### src/hw/rtl/rbet_pkg.sv
// Shared types and constants for the reconnect backoff and epoch tracker.
`default_nettype none

package rbet_pkg;

    localparam int unsigned CfgWidth = 40;
    localparam int unsigned TimeWidth = 64;
    localparam int unsigned IdWidth = 64;
    localparam int unsigned AttemptWidth = 32;
    localparam int unsigned ShiftWidth = 3;

    localparam logic [ShiftWidth-1:0] ShiftCap = 3'd6;
    localparam logic [TimeWidth-1:0] SignBit = 64'h8000_0000_0000_0000;
    localparam logic [TimeWidth-1:0] Int64Top = 64'h7FFF_FFFF_FFFF_FFFF;
    localparam logic [CfgWidth-1:0] BaseBackoffReset = 40'd100000000;
    localparam logic [CfgWidth-1:0] MaxBackoffReset = 40'd5000000000;

    typedef enum logic [1:0] {
        CMD_DISCONNECT = 2'd0,
        CMD_BEGIN_ATTEMPT = 2'd1,
        CMD_ADMIT = 2'd2,
        CMD_MARK_READY = 2'd3
    } cmd_t;

    typedef enum logic [1:0] {
        PH_DISCONNECTED = 2'd0,
        PH_REGISTERING = 2'd1,
        PH_RECOVERING = 2'd2,
        PH_READY = 2'd3
    } phase_t;

    typedef enum logic [2:0] {
        ST_OK = 3'd0,
        ST_INVALID = 3'd1,
        ST_STALE_GENERATION = 3'd2,
        ST_STALE_EPOCH = 3'd3,
        ST_NOT_DUE = 3'd4,
        ST_READY_REFUSED = 3'd5
    } status_t;

    typedef enum logic {
        CFG_BASE_BACKOFF = 1'b0,
        CFG_MAX_BACKOFF = 1'b1
    } cfg_index_t;

    typedef struct packed {
        cmd_t cmd;
        logic signed [TimeWidth-1:0] now;
        logic [IdWidth-1:0] candidate_generation;
        logic [IdWidth-1:0] candidate_epoch;
    } in_item_t;

    typedef struct packed {
        status_t status;
        phase_t phase_now;
        logic [AttemptWidth-1:0] attempt_seen;
        logic retry_ready;
        logic has_authority_out;
        logic [IdWidth-1:0] held_generation;
        logic [IdWidth-1:0] held_epoch;
    } out_item_t;

endpackage

`default_nettype wire

### src/hw/rtl/reconnect_backoff_epoch_tracker_core.sv
// Top level: reconnect backoff and authority epoch tracker for one peer.
//
//  channel | direction | handshake                | payload
//  --------+-----------+--------------------------+--------------------------------
//  in      | into core | in_valid / in_ready      | in_item  (rbet_pkg::in_item_t)
//  out     | from core | out_valid / out_ready    | out_item (rbet_pkg::out_item_t)
//  cfg     | into core | cfg_valid / cfg_ready    | cfg_index, cfg_data (40 bits)
//
// One command per cycle while out_ready holds: an accepted beat sits in the input register, is
// resolved in one pass against the tracker state and moves into the result register on advance.
// out_valid rises as the beat enters the result register; the state updates as a beat moves.
// A stalled result holds the state; one more beat fills the input register behind it,
// then in_ready drops until out_ready returns.
// Reset clears tracker state and loads the default backoff registers; cfg_ready is high.
`default_nettype none

module reconnect_backoff_epoch_tracker_core (
    input  wire                             clk,
    input  wire                             rst_n,
    input  wire                             in_valid,
    output logic                            in_ready,
    input  rbet_pkg::in_item_t              in_item,
    output logic                            out_valid,
    input  wire                             out_ready,
    output rbet_pkg::out_item_t             out_item,
    input  wire                             cfg_valid,
    output logic                            cfg_ready,
    input  rbet_pkg::cfg_index_t            cfg_index,
    input  wire [rbet_pkg::CfgWidth-1:0]    cfg_data
);
    import rbet_pkg::*;

    logic                           in_valid_reg;
    in_item_t                       in_item_reg;
    logic                           out_valid_reg;
    out_item_t                      out_item_reg;
    out_item_t                      out_item_next;

    logic [CfgWidth-1:0]            base_reg;
    logic [CfgWidth-1:0]            max_reg;

    phase_t                         phase_reg;
    phase_t                         phase_next;
    logic [AttemptWidth-1:0]        attempt_reg;
    logic [AttemptWidth-1:0]        attempt_next;
    logic signed [TimeWidth-1:0]    due_reg;
    logic signed [TimeWidth-1:0]    due_next;
    logic                           auth_reg;
    logic                           auth_next;
    logic [IdWidth-1:0]             gen_reg;
    logic [IdWidth-1:0]             gen_next;
    logic [IdWidth-1:0]             epoch_reg;
    logic [IdWidth-1:0]             epoch_next;

    logic                           advance;
    logic                           due_now;
    logic [ShiftWidth-1:0]          shift_amt;
    logic [CfgWidth+5:0]            shifted;
    logic [CfgWidth-1:0]            delay;
    logic [TimeWidth:0]             biased_sum;
    logic [TimeWidth-1:0]           scheduled;
    logic [AttemptWidth-1:0]        attempt_inc;
    status_t                        admit_status;
    status_t                        status;
    logic                           retry_ready;

    assign advance   = in_valid_reg && (!out_valid_reg || out_ready);
    assign in_ready  = !in_valid_reg || advance;
    assign out_valid = out_valid_reg;
    assign out_item  = out_item_reg;
    assign cfg_ready = 1'b1;

    // Retry check against the state before this command.
    assign due_now = (phase_reg != PH_READY) && (in_item_reg.now >= due_reg);

    // Shift taken after the bump equals min(old count, 6).
    assign shift_amt = (attempt_reg >= AttemptWidth'(ShiftCap)) ? ShiftCap
                                                                : attempt_reg[ShiftWidth-1:0];
    assign shifted   = {6'd0, base_reg} << shift_amt;
    assign delay     = (shifted < {6'd0, max_reg}) ? shifted[CfgWidth-1:0] : max_reg;

    // Add in offset-binary form; a carry out means the signed sum passed int64 max.
    assign biased_sum = {1'b0, in_item_reg.now ^ SignBit} + {25'd0, delay};
    assign scheduled  = biased_sum[TimeWidth] ? Int64Top : (biased_sum[TimeWidth-1:0] ^ SignBit);

    assign attempt_inc = (&attempt_reg) ? attempt_reg : attempt_reg + AttemptWidth'(1);

    always_comb
    begin
        if (in_item_reg.candidate_generation == '0 || in_item_reg.candidate_epoch == '0)
            admit_status = ST_INVALID;
        else if (auth_reg && in_item_reg.candidate_generation < gen_reg)
            admit_status = ST_STALE_GENERATION;
        else if (auth_reg && in_item_reg.candidate_generation == gen_reg
                 && in_item_reg.candidate_epoch <= epoch_reg)
            admit_status = ST_STALE_EPOCH;
        else
            admit_status = ST_OK;
    end

    always_comb
    begin
        phase_next   = phase_reg;
        attempt_next = attempt_reg;
        due_next     = due_reg;
        auth_next    = auth_reg;
        gen_next     = gen_reg;
        epoch_next   = epoch_reg;
        status       = ST_OK;
        retry_ready  = due_now;
        unique case (in_item_reg.cmd)
            CMD_DISCONNECT:
            begin
                phase_next   = PH_DISCONNECTED;
                attempt_next = '0;
                due_next     = in_item_reg.now;
                retry_ready  = 1'b1;
            end
            CMD_BEGIN_ATTEMPT:
            begin
                if (!due_now)
                begin
                    status = ST_NOT_DUE;
                end
                else
                begin
                    phase_next   = PH_REGISTERING;
                    attempt_next = attempt_inc;
                    due_next     = scheduled;
                    // Still due only for a zero delay or a time pinned at int64 max.
                    retry_ready  = (delay == '0) || (in_item_reg.now == Int64Top);
                end
            end
            CMD_ADMIT:
            begin
                status = admit_status;
                if (admit_status == ST_OK)
                begin
                    auth_next    = 1'b1;
                    gen_next     = in_item_reg.candidate_generation;
                    epoch_next   = in_item_reg.candidate_epoch;
                    phase_next   = PH_RECOVERING;
                    attempt_next = '0;
                    due_next     = in_item_reg.now;
                    retry_ready  = 1'b1;
                end
            end
            CMD_MARK_READY:
            begin
                if (phase_reg != PH_RECOVERING)
                begin
                    status = ST_READY_REFUSED;
                end
                else
                begin
                    phase_next  = PH_READY;
                    retry_ready = 1'b0;
                end
            end
            default:
            begin
                status = ST_OK;
            end
        endcase
    end

    always_comb
    begin
        out_item_next.status            = status;
        out_item_next.phase_now         = phase_next;
        out_item_next.attempt_seen      = (attempt_next == '0) ? AttemptWidth'(1) : attempt_next;
        out_item_next.retry_ready       = retry_ready;
        out_item_next.has_authority_out = auth_next;
        out_item_next.held_generation   = gen_next;
        out_item_next.held_epoch        = epoch_next;
    end

    always_ff @(posedge clk or negedge rst_n)
    begin
        if (!rst_n)
        begin
            in_valid_reg  <= 1'b0;
            out_valid_reg <= 1'b0;
            base_reg      <= BaseBackoffReset;
            max_reg       <= MaxBackoffReset;
            phase_reg     <= PH_DISCONNECTED;
            attempt_reg   <= '0;
            due_reg       <= '0;
            auth_reg      <= 1'b0;
            gen_reg       <= '0;
            epoch_reg     <= '0;
        end
        else
        begin
            if (in_ready)
                in_valid_reg <= in_valid;
            if (advance)
                out_valid_reg <= 1'b1;
            else if (out_ready)
                out_valid_reg <= 1'b0;
            if (cfg_valid)
            begin
                unique case (cfg_index)
                    CFG_BASE_BACKOFF: base_reg <= cfg_data;
                    CFG_MAX_BACKOFF:  max_reg  <= cfg_data;
                    default:          base_reg <= base_reg;
                endcase
            end
            if (advance)
            begin
                phase_reg   <= phase_next;
                attempt_reg <= attempt_next;
                due_reg     <= due_next;
                auth_reg    <= auth_next;
                gen_reg     <= gen_next;
                epoch_reg   <= epoch_next;
            end
        end
    end

    always_ff @(posedge clk)
    begin
        if (in_ready && in_valid)
            in_item_reg <= in_item;
        if (advance)
            out_item_reg <= out_item_next;
    end

endmodule

`default_nettype wire

### config.mk
export PLATFORM = sky130hd
export DESIGN_NAME = reconnect_backoff_epoch_tracker_core
export DESIGN_NICKNAME = d
export VERILOG_FILES = /design/src/hw/rtl/rbet_pkg.sv /design/src/hw/rtl/reconnect_backoff_epoch_tracker_core.sv
export SDC_FILE = /design/constraint.sdc
export NUM_CORES = 1
export LEC_CHECK = 0
export BUFFER_PORTS_ARGS = -buffer_cell sky130_fd_sc_hd__buf_4
export CELL_PAD_IN_SITES_DETAIL_PLACEMENT = 1
export CELL_PAD_IN_SITES_GLOBAL_PLACEMENT = 1
export CORE_ASPECT_RATIO = 0.6
export CORE_MARGIN = 1.5
export CORE_UTILIZATION = 30
export CTS_CLUSTER_DIAMETER = 40
export DETAILED_ROUTE_END_ITERATION = 12
export GPL_ROUTABILITY_DRIVEN = 0
export PLACE_DENSITY = 0.62
export SYNTH_ARGS = -nofsm -noshare
export SYNTH_HDL_FRONTEND = slang
export SYNTH_SLANG_ARGS = --single-unit
### constraint.sdc
create_clock -name clk -period 9.1 [get_ports clk]
set_clock_uncertainty 0.2 [all_clocks]
set_input_delay 1.365 -clock clk [delete_from_list [all_inputs] [get_ports clk]]
set_output_delay 1.365 -clock clk [all_outputs]
set_load 0.02 [all_outputs]
==> results of run 1 <==
## synth_stat cells, types with 16 or more instances
library cell / number
buf_2: 19
nor3_1: 56
mux2_2: 352
nand4_1: 81
and3_1: 19
nor4_1: 79
xnor2_1: 28
a31oi_1: 31
clkbuf_1: 77
dfstp_2: 23
nor2b_1: 20
nand3_1: 56
o31ai_1: 24
edfxtp_1: 361
xor2_1: 19
nand2_1: 295
and2_1: 16
mux2i_1: 68
a21oi_1: 146
ha_1: 275
a21o_1: 49
buf_1: 19
o211ai_1: 17
a211oi_1: 17
inv_1: 266
nor2_1: 110
and4_1: 16
o21ai_0: 158
nand2b_1: 22
o21ai_1: 27
dfrtp_1: 286
## logic make-up (layout without fill, tap and decap cells)
group	after synthesis	in the layout	share of synthesized area
AND/OR/NAND/NOR	818	818	0.1122
flip-flops	670	670	0.5082
AO/OA/AOI/OAI	600	600	0.1039
multiplexers	423	423	0.1281
buffers and inverters	390	923	0.04167
adder cells (fa/ha/maj)	276	276	0.09455
XOR/XNOR	47	47	0.01125
other	1	9	0.0001025
## layer usage
metal	vias up	global-route usage	share of wire	wire length (um)
li1	12890	-	-	-
met1	13950	0.3159	0.50	64740
met2	841	0.2629	0.39	50050
met3	158	0.06380	0.081	10490
met4	2	0.05782	0.027	3476
met5	-	0	0.00013	17
## report_power, final
group / total, mW / internal (mW) / switching (mW)
registers: 4.55 / 4.06 / 0.489
clock network: 4.13 / 2.46 / 1.67
logic: 4.60 / 1.93 / 2.67
## area by class of cell
cell class              instances  area share
diodes                          8   0.0004400
clock buffers                 116     0.05857
clock inverters                71     0.02032
inverters                     268     0.02227
multi-input cells            2165      0.3651
flip-flops and latches        670      0.4088
well taps                    1616     0.04444
repair buffers                468     0.08002
## worst register-to-register path, delay by kind of cell (launching register included)
| kind | cells | cell delay (ns) |
|---|---|---|
| AOI/OAI and AO/OA | 18 | 3.26 |
| and+or+nand+nor | 12 | 2.38 |
| buffers and inverters | 5 | 1.07 |
| adders and majority gates | 2 | 0.68 |
| muxes | 2 | 0.59 |
| DFF | 1 | 0.48 |
## stage by stage
stage | power (mW) | utilization | area (um2) | instances | hold slack (ns)
global route | 14.06 | 0.3751 | 45490 | 5379 | 0.3015
CTS | 13.34 | 0.3745 | 45410 | 5374 | 0.2816
floorplan | 7.424 | - | 36600 | 3225 | 0.2485
global placement | 9.007 | 0.3449 | 41820 | 5187 | 0.2619
detailed placement | 9.111 | 0.3449 | 41820 | 5187 | 0.2688
finish | 13.28 | 0.3752 | 45500 | 5382 | 0.2772
## how the worst max path moves through the flow
stage / from / end / cells after the start
final: attempt_reg[20] / due_reg[32] / 39
after global routing: attempt_reg[20] / due_reg[34] / 39
after CTS: attempt_reg[20] / due_reg[24] / 36
after detailed placement: attempt_reg[20] / due_reg[55] / 35
after global placement: attempt_reg[20] / due_reg[42] / 34
after floorplan: attempt_reg[0] / due_reg[56] / 41
## repair_timing
action / CTS / global route
endpoints found under the hold margin: 0 / 0
resized for setup: 1 / 20
setup endpoints to repair: 12 / 64
==> summary.md, run 1 <==
| Metric | Value |
|---|---|
| Crit path buf inv count | `5` |
| Final wirelength | `about 130000 um` |
| Multi-input gate area | `16610 um2` |
| Crit end category | `flip-flop` |
| Mean Syn Cell Area | `between 10 and 15 um2` |
| CTS tree | `yes` |
| Post-route ant nets | `0` |
| Endpoints failing setup | `0` |
| Pre-CTS setup slack | `-0.01914 ns` |
| Pleak | `a little under 20 nW` |
| Port Buffer Count | `just over 400` |
| Syn Inst Count | `about 3200` |
| Syn_nets | `3741` |
| Max H-tree Level | `3` |
| Synth area leaders | `edfxtp_1 (30%), dfrtp_1 (20%), mux2_2 (11%)` |
| Antenna violations before repair | `7` |
| Max-slew violation count | `0` |
| DRT iter0 DRCs | `2286` |
| Post-DP HPWL | `96610 um` |
| Vias | `around 28000` |
| Clk_lat worst skew | `0.72 ns` |
| Die X | `453.9 um` |
| Post-synth EDFFs | `~360` |
| GRT Total Usage | `0.2037` |
| R2r endpoint | `due_reg[32]` |
| Cts hold-fix bufs | `0` |
| FF-to-FF Start | `attempt_reg[20]` |
| Most used DFF post-synth | `edfxtp_1` |
| GRT Residual Overflow | `0` |
| Post-Syn Area | `36600 um2` |
| Io pins | `just over 400` |
| Area growth syn-to-layout | `24.31%` |
| Sequential share of the synthesized area | `0.5082` |
| NumNets Final | `4188` |
| Worst-path maximum fanout | `41` |
| Filler cells | `roughly 13000` |
| Worst-path clk slew | `approximately 0.06 ns` |
| Crit start category | `flip-flop` |
| Fmax | `between 0.1 and 0.15 GHz` |
| Critical path arrival | `~9.1 ns` |
| CP peak stage delay | `0.48 ns` |
| Share of cells above drive strength 1 | `0.2879` |
| Initial core utilization | `0.3018` |
| Die area | `124200 um2` |
| WL per Instance | `23.93 um` |
| Most frequent cells in the layout | `buf_4 (457), edfxtp_1 (361), mux2_2 (352)` |
| Fin. Hold Viols | `0` |
| Vias in the first global route | `27710` |
| Sequential cell area | `roughly 19000 um2` |
| Hold path depth | `2` |
| Period utilization | `0.9631` |
| Asr flop ratio synth | `0.4612` |
| Relative slew slack | `0.2160` |
| Drt first pass iters | `5` |
| Worst Max-Slew Pin Slew | `1.165 ns` |
| Min-Delay Path Class | `reg2reg` |
| Post-synthesis cell type count | `91` |
| Min-delay src | `due_reg[12]` |
| Required time of the critical path | `~9.5 ns` |
| Post-route minimum period | `8.765 ns` |
| Synth area leader | `edfxtp_1` |
| Largest net degree at the start of global routing | `approximately 120` |
| Kind of critical path | `reg2reg` |
| First-pass GRT wire length | `approximately 190000 um` |
| R2R cell count | `39` |
| Share of the synthesized area in the top cell type | `0.2962` |
| Peak supply drop | `between 0.15 and 0.2 mV` |
| Clk root buf | `clkbuf_16` |
| Leading cell type in the layout, fill and taps excluded | `buf_4` |
| Yosys Warn Count | `0` |
| Die Ht | `around 270 um` |
| Min-Delay Endpoint | `due_reg[12]` |
| Status | `finished clean` |
| Core area | `around 120000 um2` |
| Maxcap violations | `0` |
| Row count | `between 90 and 100` |
| Synthesized flop and latch total | `670` |
| CTS Buf Count | `99` |
| Power Density | `just under 300 nW/um2` |
| CTS sink cnt | `between 600 and 700` |
| Post-CTS setup buffer count | `0` |
| Max reg flops | `between 150 and 200` |
| Delay-heaviest family, CP | `compound AO/OA/AOI/OAI gates` |
| Final setup TNS | `0 ns` |
| Reg2reg setup slack | `around 0.34 ns` |
| DR vias/cell | `around 5.2` |
| Drt drc | `0` |
| Setup ws final | `around 0.34 ns` |
| Clock Tree Buf Depth | `3` |
| Crit-path slowest cell | `dfrtp_1` |
No activity file was read; power rests on OpenSTA's default activity.
==> inputs of run 2 (changes only) <==
--- a/config.mk
+++ b/config.mk
@@ -16,3 +16,3 @@
 export GPL_ROUTABILITY_DRIVEN = 0
-export PLACE_DENSITY = 0.62
+export PLACE_DENSITY_LB_ADDON = 0.1
 export SYNTH_ARGS = -nofsm -noshare
==> constraint.sdc (replaced) <==
create_clock -name clk -period 9.1 [get_ports clk]
set_clock_uncertainty 0.2 [all_clocks]
set_input_delay 0.455 -clock clk [delete_from_list [all_inputs] [get_ports clk]]
set_output_delay 0.455 -clock clk [all_outputs]
set_load 0.02 [all_outputs]
==> run 2 against run 1 <==
Net effect: hold slack got worse by 0.21 ns; non-clock buffer count increased by 272; first-iteration DRC count decreased by 24%; critical path type unchanged; sequential share of layout area down 2.3 points; highest routed layer unchanged; register-to-register slack improved by 0.19 ns.
==> summary.md, run 2 (synthesized netlist as in run 1, its figures left out) <==
| Metric | Value |
|---|---|
| Status | `finished clean` |
| Die Ht | `273.6 um (unchanged)` |
| Post-DP HPWL | `97090 um (+0.50%)` |
| Worst-path clk slew | `0.06 ns (about the same)` |
| WL per Instance | `23.52 um (-1.7%)` |
| GRT Residual Overflow | `0 (unchanged)` |
| Post-route ant nets | `0 (unchanged)` |
| Max H-tree Level | `3 (unchanged)` |
| Filler cells | `13040 (-0.88%)` |
| Pleak | `20.68 nW (+6.2%)` |
| CP peak stage delay | `0.48 ns (about the same)` |
| Most frequent cells in the layout | `buf_4 (493), edfxtp_1 (361), mux2_2 (352)` |
| Largest net degree at the start of global routing | `89 (-24%)` |
| Period utilization | `0.9417 (-0.02140)` |
| Maxcap violations | `0 (unchanged)` |
| Setup repair after global routing missed its margin | `false` |
| Crit-path slowest cell | `dfrtp_1` |
| Port Buffer Count | `408 (unchanged)` |
| Peak supply drop | `0.1290 mV (-18%)` |
| Worst-path maximum fanout | `43 (+4.9%)` |
| Fin util | `0.3973 (+0.02214)` |
| Core area | `121300 um2 (unchanged)` |
| Leading cell type in the layout, fill and taps excluded | `buf_4` |
| GRT Total Usage | `0.2125 (+0.008735)` |
| DRT iter0 DRCs | `1742 (-24%)` |
| Required time of the critical path | `9.47 ns (about the same)` |
| Crit end category | `flip-flop` |
| Die area | `124200 um2 (unchanged)` |
| Post-route minimum period | `8.570 ns (-0.1947 ns)` |
| Max-slew violation count | `0 (unchanged)` |
| Endpoints failing setup | `0 (unchanged)` |
| Crit start category | `flip-flop` |
| Antenna violations before repair | `6 (-1)` |
| Drt first pass iters | `5 (unchanged)` |
| Final setup TNS | `0 ns (unchanged)` |
| Final wirelength | `133100 um (+3.4%)` |
| Fin. Hold Viols | `0 (unchanged)` |
| CTS tree | `yes` |
| DR vias/cell | `5.018 (-3.0%)` |
| Clock Tree Buf Depth | `3 (unchanged)` |
| Clk_lat worst skew | `0.72 ns (about the same)` |
| Area growth syn-to-layout | `31.64%` |
| Drt drc | `0 (unchanged)` |
| Power Density | `278.5 nW/um2 (-4.6%)` |
| Max reg flops | `194 (unchanged)` |
| Kind of critical path | `reg2reg` |
| Critical path arrival | `8.94 ns (-0.18 ns)` |
| Vias in the first global route | `28610 (+3.2%)` |
| CTS sink cnt | `670 (unchanged)` |
| Tot Pwr | `13.42 mW (+1.1%)` |
| Row count | `99 (unchanged)` |
| Relative slew slack | `0.1362 (-0.07981)` |
| Die X | `453.9 um (unchanged)` |
| Fmax | `0.1167 GHz (+2.3%)` |
| NumNets Final | `4466 (+6.6%)` |
| Io pins | `410 (unchanged)` |
| Vias | `28410 (+2.0%)` |
| Initial core utilization | `0.3018 (unchanged)` |
| CTS Buf Count | `105 (+6.1%)` |
| Clk root buf | `clkbuf_16` |
| Worst Max-Slew Pin Slew | `1.284 ns (+0.1186 ns)` |
| Min-Delay Path Class | `in2async` |
| Share of cells above drive strength 1 | `0.2761 (-0.01182)` |
| First-pass GRT wire length | `196200 um (+4.0%)` |
==> run 2: cell types whose count changed in the layout (fill, tap and decap cells not counted), moves of 4 or more <==
cell,delta
buf_4,+36
clkbuf_1,+10
clkbuf_16,+8
clkinv_4,+9
diode_2,-5
dlygate4sd3_1,+238
inv_8,-4
o21ai_1,-4
==> run 2: cell type report <==
class / instances / area, um2 / area share
Antenna cell: 3 / 7.507 / 0.0001558
Clock buffer: 131 / 2850 / 0.05915
Clock inverter: 68 / 802.0 / 0.01665
Inverter: 268 / 1013 / 0.02103
Multi-Input combinational cell: 2165 / 16630 / 0.3452
Sequential cell: 670 / 18600 / 0.3861
Tap cell: 1616 / 2022 / 0.04196
Timing Repair Buffer: 740 / 6255 / 0.1298
==> run 2: worst max-delay path: cells and delay by family (launching register included) <==
| kind | cells | cell delay [ns] |
|---|---|---|
| flip-flops | 1 | 0.48 |
| AO/OA/AOI/OAI | 17 | 2.87 |
| adder cells (fa/ha/maj) | 2 | 0.70 |
| AND/OR/NAND/NOR | 14 | 2.63 |
| buffers and inverters | 6 | 1.15 |
| multiplexers | 2 | 0.40 |
==> run 2: power by group <==
group | internal (mW) | switching, mW | leakage, nW | total (mW)
logic | 2.01 | 2.64 | 11.7 | 4.65
registers | 4.06 | 0.515 | 7.20 | 4.58
clock network | 2.55 | 1.64 | 1.76 | 4.19
total | 8.63 | 4.79 | 20.7 | 13.4
==> run 2: final timing paths <==
| path | slack, ns | cells after the start | endpoint | start |
|---|---|---|---|---|
| setup / recovery | 0.53 | 41 | due_reg[32] | attempt_reg[4] |
| hold / removal | 0.07 | 2 | max_reg[20] | rst_n |
| setup reg to reg | 0.53 | 41 | due_reg[32] | attempt_reg[4] |
| hold reg to reg | 0.28 | 2 | due_reg[41] | due_reg[41] |
| max in group asynchronous | 6.47 | 4 | gen_reg[50] | rst_n |
| min in group clk | 0.26 | 2 | in_item_reg[103] | in_item[103] |
==> run 2: what timing repair did <==
item                                    in CTS  in global routing
cloned                                       0                  1
setup buffers                                1                 10
hold endpoints to repair                   339                  0
hold buffers                               238                  0
gates resized for setup                      2                 17
endpoints found under the setup margin      24                 64
pin swaps                                    1                  1
==> run 2: through the flow <==
step | setup WS, ns | area, um2 | cells | hold WS [ns]
after floorplan | 0.7218 | 36600 | 3225 | -0.04059
after global placement | -0.01637 | 41960 | 5209 | 0.2656
after detailed placement | -0.08265 | 41960 | 5209 | 0.2612
after CTS | 0.08169 | 48000 | 5647 | 0.07084
after global routing | 0.01189 | 48180 | 5660 | 0.1022
final | 0.5302 | 48180 | 5661 | 0.07192
==> run 2: metal layers <==
layer  vias to the layer above  track usage  part of all wire
met3                       134      0.04995             0.060
met1                     14200       0.3382              0.53
li1                      13440            -                 -
met2                       618       0.2853              0.39
met4                         8      0.04066             0.017
met5                         -            0           0.00036
==> inputs of run 3 (changes only) <==
CTS_BUF_LIST = sky130_fd_sc_hd__clkbuf_2 sky130_fd_sc_hd__clkbuf_4 sky130_fd_sc_hd__clkbuf_8   (was default)
PLACE_DENSITY_LB_ADDON = 0.2   (was 0.1)
clock period = 8.9 ns   (was 9.1 ns; I/O delays follow)
==> run 3 against run 2 <==
Net effect: fmax up 1.1%; total power decreased by 4.8%; hold slack better by 0.037 ns; final area shrank 2.3%; clock power shrank 21%; first-iteration DRC count increased by 14%; via count grew 1.5%; global-route usage grew 0.14 points; count of clock-buffer cells in the layout rose by 44.
==> summary.md, run 3 (synthesized netlist as in run 1, its figures left out) <==
| Metric | Value |
|---|---|
| CTS tree | `yes` |
| CTS Buf Count | `120 (+14%)` |
| Crit-path slowest cell | `dfrtp_2` |
| CP peak stage delay | `0.49 ns (about the same)` |
| First-pass GRT wire length | `196700 um (+0.29%)` |
| Drt first pass iters | `5 (unchanged)` |
| Worst-path maximum fanout | `41 (-4.7%)` |
| Post-route ant nets | `0 (unchanged)` |
| Clk_lat worst skew | `0.85 ns (+0.13 ns)` |
| Clock Tree Buf Depth | `3 (unchanged)` |
| Io pins | `410 (unchanged)` |
| Fin util | `0.3882 (-0.009100)` |
| Pleak | `20.17 nW (-2.5%)` |
| Status | `finished clean` |
| Worst Max-Slew Pin Slew | `1.210 ns (-0.07360 ns)` |
| Reg2reg setup slack | `0.42 ns (-0.11 ns)` |
| Filler cells | `13190 (+1.1%)` |
| Crit path buf inv count | `6 (unchanged)` |
| P_int | `8.038 mW (-6.8%)` |
| Clk network pwr share | `0.260 (-0.052)` |
| Combinational share of power | `0.374 (+0.027)` |
| Worst-path clk slew | `0.07 ns (about the same)` |
| Post-route minimum period | `8.476 ns (-0.09367 ns)` |
| Relative slew slack | `0.1857 (+0.04952)` |
| Die Ht | `273.6 um (unchanged)` |
| Crit start category | `flip-flop` |
| Critical path arrival | `8.95 ns (about the same)` |
| Largest net degree at the start of global routing | `119 (+34%)` |
| DRT iter0 DRCs | `1990 (+14%)` |
| Sequential fraction of design power | `0.366 (+0.025)` |
| Max H-tree Level | `3 (unchanged)` |
| Final wirelength | `134800 um (+1.2%)` |
| GRT Total Usage | `0.2139 (+0.001404)` |
| Maxcap violations | `0 (unchanged)` |
| P_sw | `4.740 mW (-1.1%)` |
| Multi-input gate area | `16650 um2 (+0.11%)` |
| Required time of the critical path | `9.37 ns (-0.10 ns)` |
| Vias | `28840 (+1.5%)` |
| Max-slew violation count | `0 (unchanged)` |
| Final setup TNS | `0 ns (unchanged)` |
| Post-DP HPWL | `98730 um (+1.7%)` |
| Port Buffer Count | `408 (unchanged)` |
| Crit end category | `flip-flop` |
| Clk root buf | `clkbuf_8` |
| Delay-heaviest family, CP | `compound AO/OA/AOI/OAI gates` |
| Antenna violations before repair | `6 (unchanged)` |
| CTS sink cnt | `670 (unchanged)` |
| Min-Delay Path Class | `in2reg` |
| Period utilization | `0.9524 (+0.01064)` |
| GRT Residual Overflow | `0 (unchanged)` |
| Fin. Hold Viols | `0 (unchanged)` |
| Area growth syn-to-layout | `28.63%` |
| DR vias/cell | `5.092 (+1.5%)` |
| Kind of critical path | `reg2reg` |
| Vias in the first global route | `28750 (+0.49%)` |
| Initial core utilization | `0.3018 (unchanged)` |
| Most frequent cells in the layout | `buf_4 (465), edfxtp_1 (361), mux2_2 (352)` |
| Power Density | `271.4 nW/um2 (-2.6%)` |
| Fmax | `0.1180 GHz (+1.1%)` |
| Die X | `453.9 um (unchanged)` |
| Endpoints failing setup | `0 (unchanged)` |
| WL per Instance | `23.79 um (+1.2%)` |
| NumNets Final | `4453 (-0.29%)` |
| Core area | `121300 um2 (unchanged)` |
| Die area | `124200 um2 (unchanged)` |
| Sequential cell area | `18600 um2 (about the same)` |
| Hold_ws | `0.1085 ns (+0.03657 ns)` |
| Share of cells above drive strength 1 | `0.2837 (+0.007599)` |
| Drt drc | `0 (unchanged)` |
| Row count | `99 (unchanged)` |
| Leading cell type in the layout, fill and taps excluded | `buf_4` |
| Peak supply drop | `0.1288 mV (-0.16%)` |
| Max reg flops | `194 (unchanged)` |
| Sw frac | `0.3710 (+0.01382)` |
-- run 3: cell types whose count changed in the layout (fill, tap and decap cells not counted), moves of 5 or more --
cell and delta:
buf_4 -28, inv_6 -14, clkinv_4 -6, a21oi_2 +6, clkbuf_4 +39, clkbuf_16 -109, clkbuf_1 -18, clkbuf_8 +132
clkinv_2 +6, a21oi_1 -6, inv_8 -5
-- run 3: tightest hold or removal path, stage by stage --
cell and delay [ns]:
buf_4 0.10, nor2b_4 0.03, buf_4 0.31, nand2_1 0.13, o21ai_0 0.06
-- run 3: per-stage QoR --
step	instances	worst slack, ns	instance area [um2]	total power, mW
finish	5664	0.4239	47080	12.78
global route	5661	-0.06174	47070	13.60
floorplan	3225	0.5218	36600	7.591
global placement	5183	0.1006	41720	9.246
CTS	5651	0.003750	46900	12.80
detailed placement	5183	-0.2365	41720	9.300
-- run 3: per-layer routing --
layer / GRT usage / share of wire / routed length, um
met1: 0.3372 / 0.52 / 69790
met2: 0.2775 / 0.39 / 52210
met3: 0.06203 / 0.072 / 9763
met4: 0.05114 / 0.022 / 2986
met5: 0 / 0.000096 / 13
-- run 3: worst paths after layout --
kind                            startpoint  cells past startpoint      endpoint
max                        attempt_reg[20]                     39   due_reg[33]
min                              cfg_index                      5  base_reg[36]
max reg2reg                attempt_reg[20]                     39   due_reg[33]
min reg2reg                     due_reg[3]                      2    due_reg[3]
max in group asynchronous            rst_n                      5   due_reg[32]
min in group asynchronous            rst_n                      3  base_reg[21]
-- run 3: area by class of cell --
| class | count | share of cell area |
|---|---|---|
| Sequential cell | 670 | 0.3952 |
| Timing Repair Buffer | 712 | 0.1281 |
| Multi-Input combinational cell | 2165 | 0.3537 |
| Antenna cell | 5 | 0.0002658 |
| Clock buffer | 175 | 0.04598 |
| Clock inverter | 53 | 0.01230 |
| Inverter | 268 | 0.02153 |
| Tap cell | 1616 | 0.04295 |
-- run 3: power by group through the flow --
stage,combinational [mW],sequential (mW),clock (mW)
floorplan,2.83,4.76,0
global placement,4.53,4.72,0
detailed placement,4.57,4.73,0
CTS,4.70,4.68,3.42
global route,5.28,4.77,3.55
finish,4.78,4.68,3.32
-- run 3: repair_timing --
action,4_1_cts,5_1_grt
pin swaps,1,8
hold endpoints to repair,386,0
gates resized for setup,4,32
endpoints found under the setup margin,31,64
buffers inserted,0,6
gates cloned,0,2
hold buffers,240,0
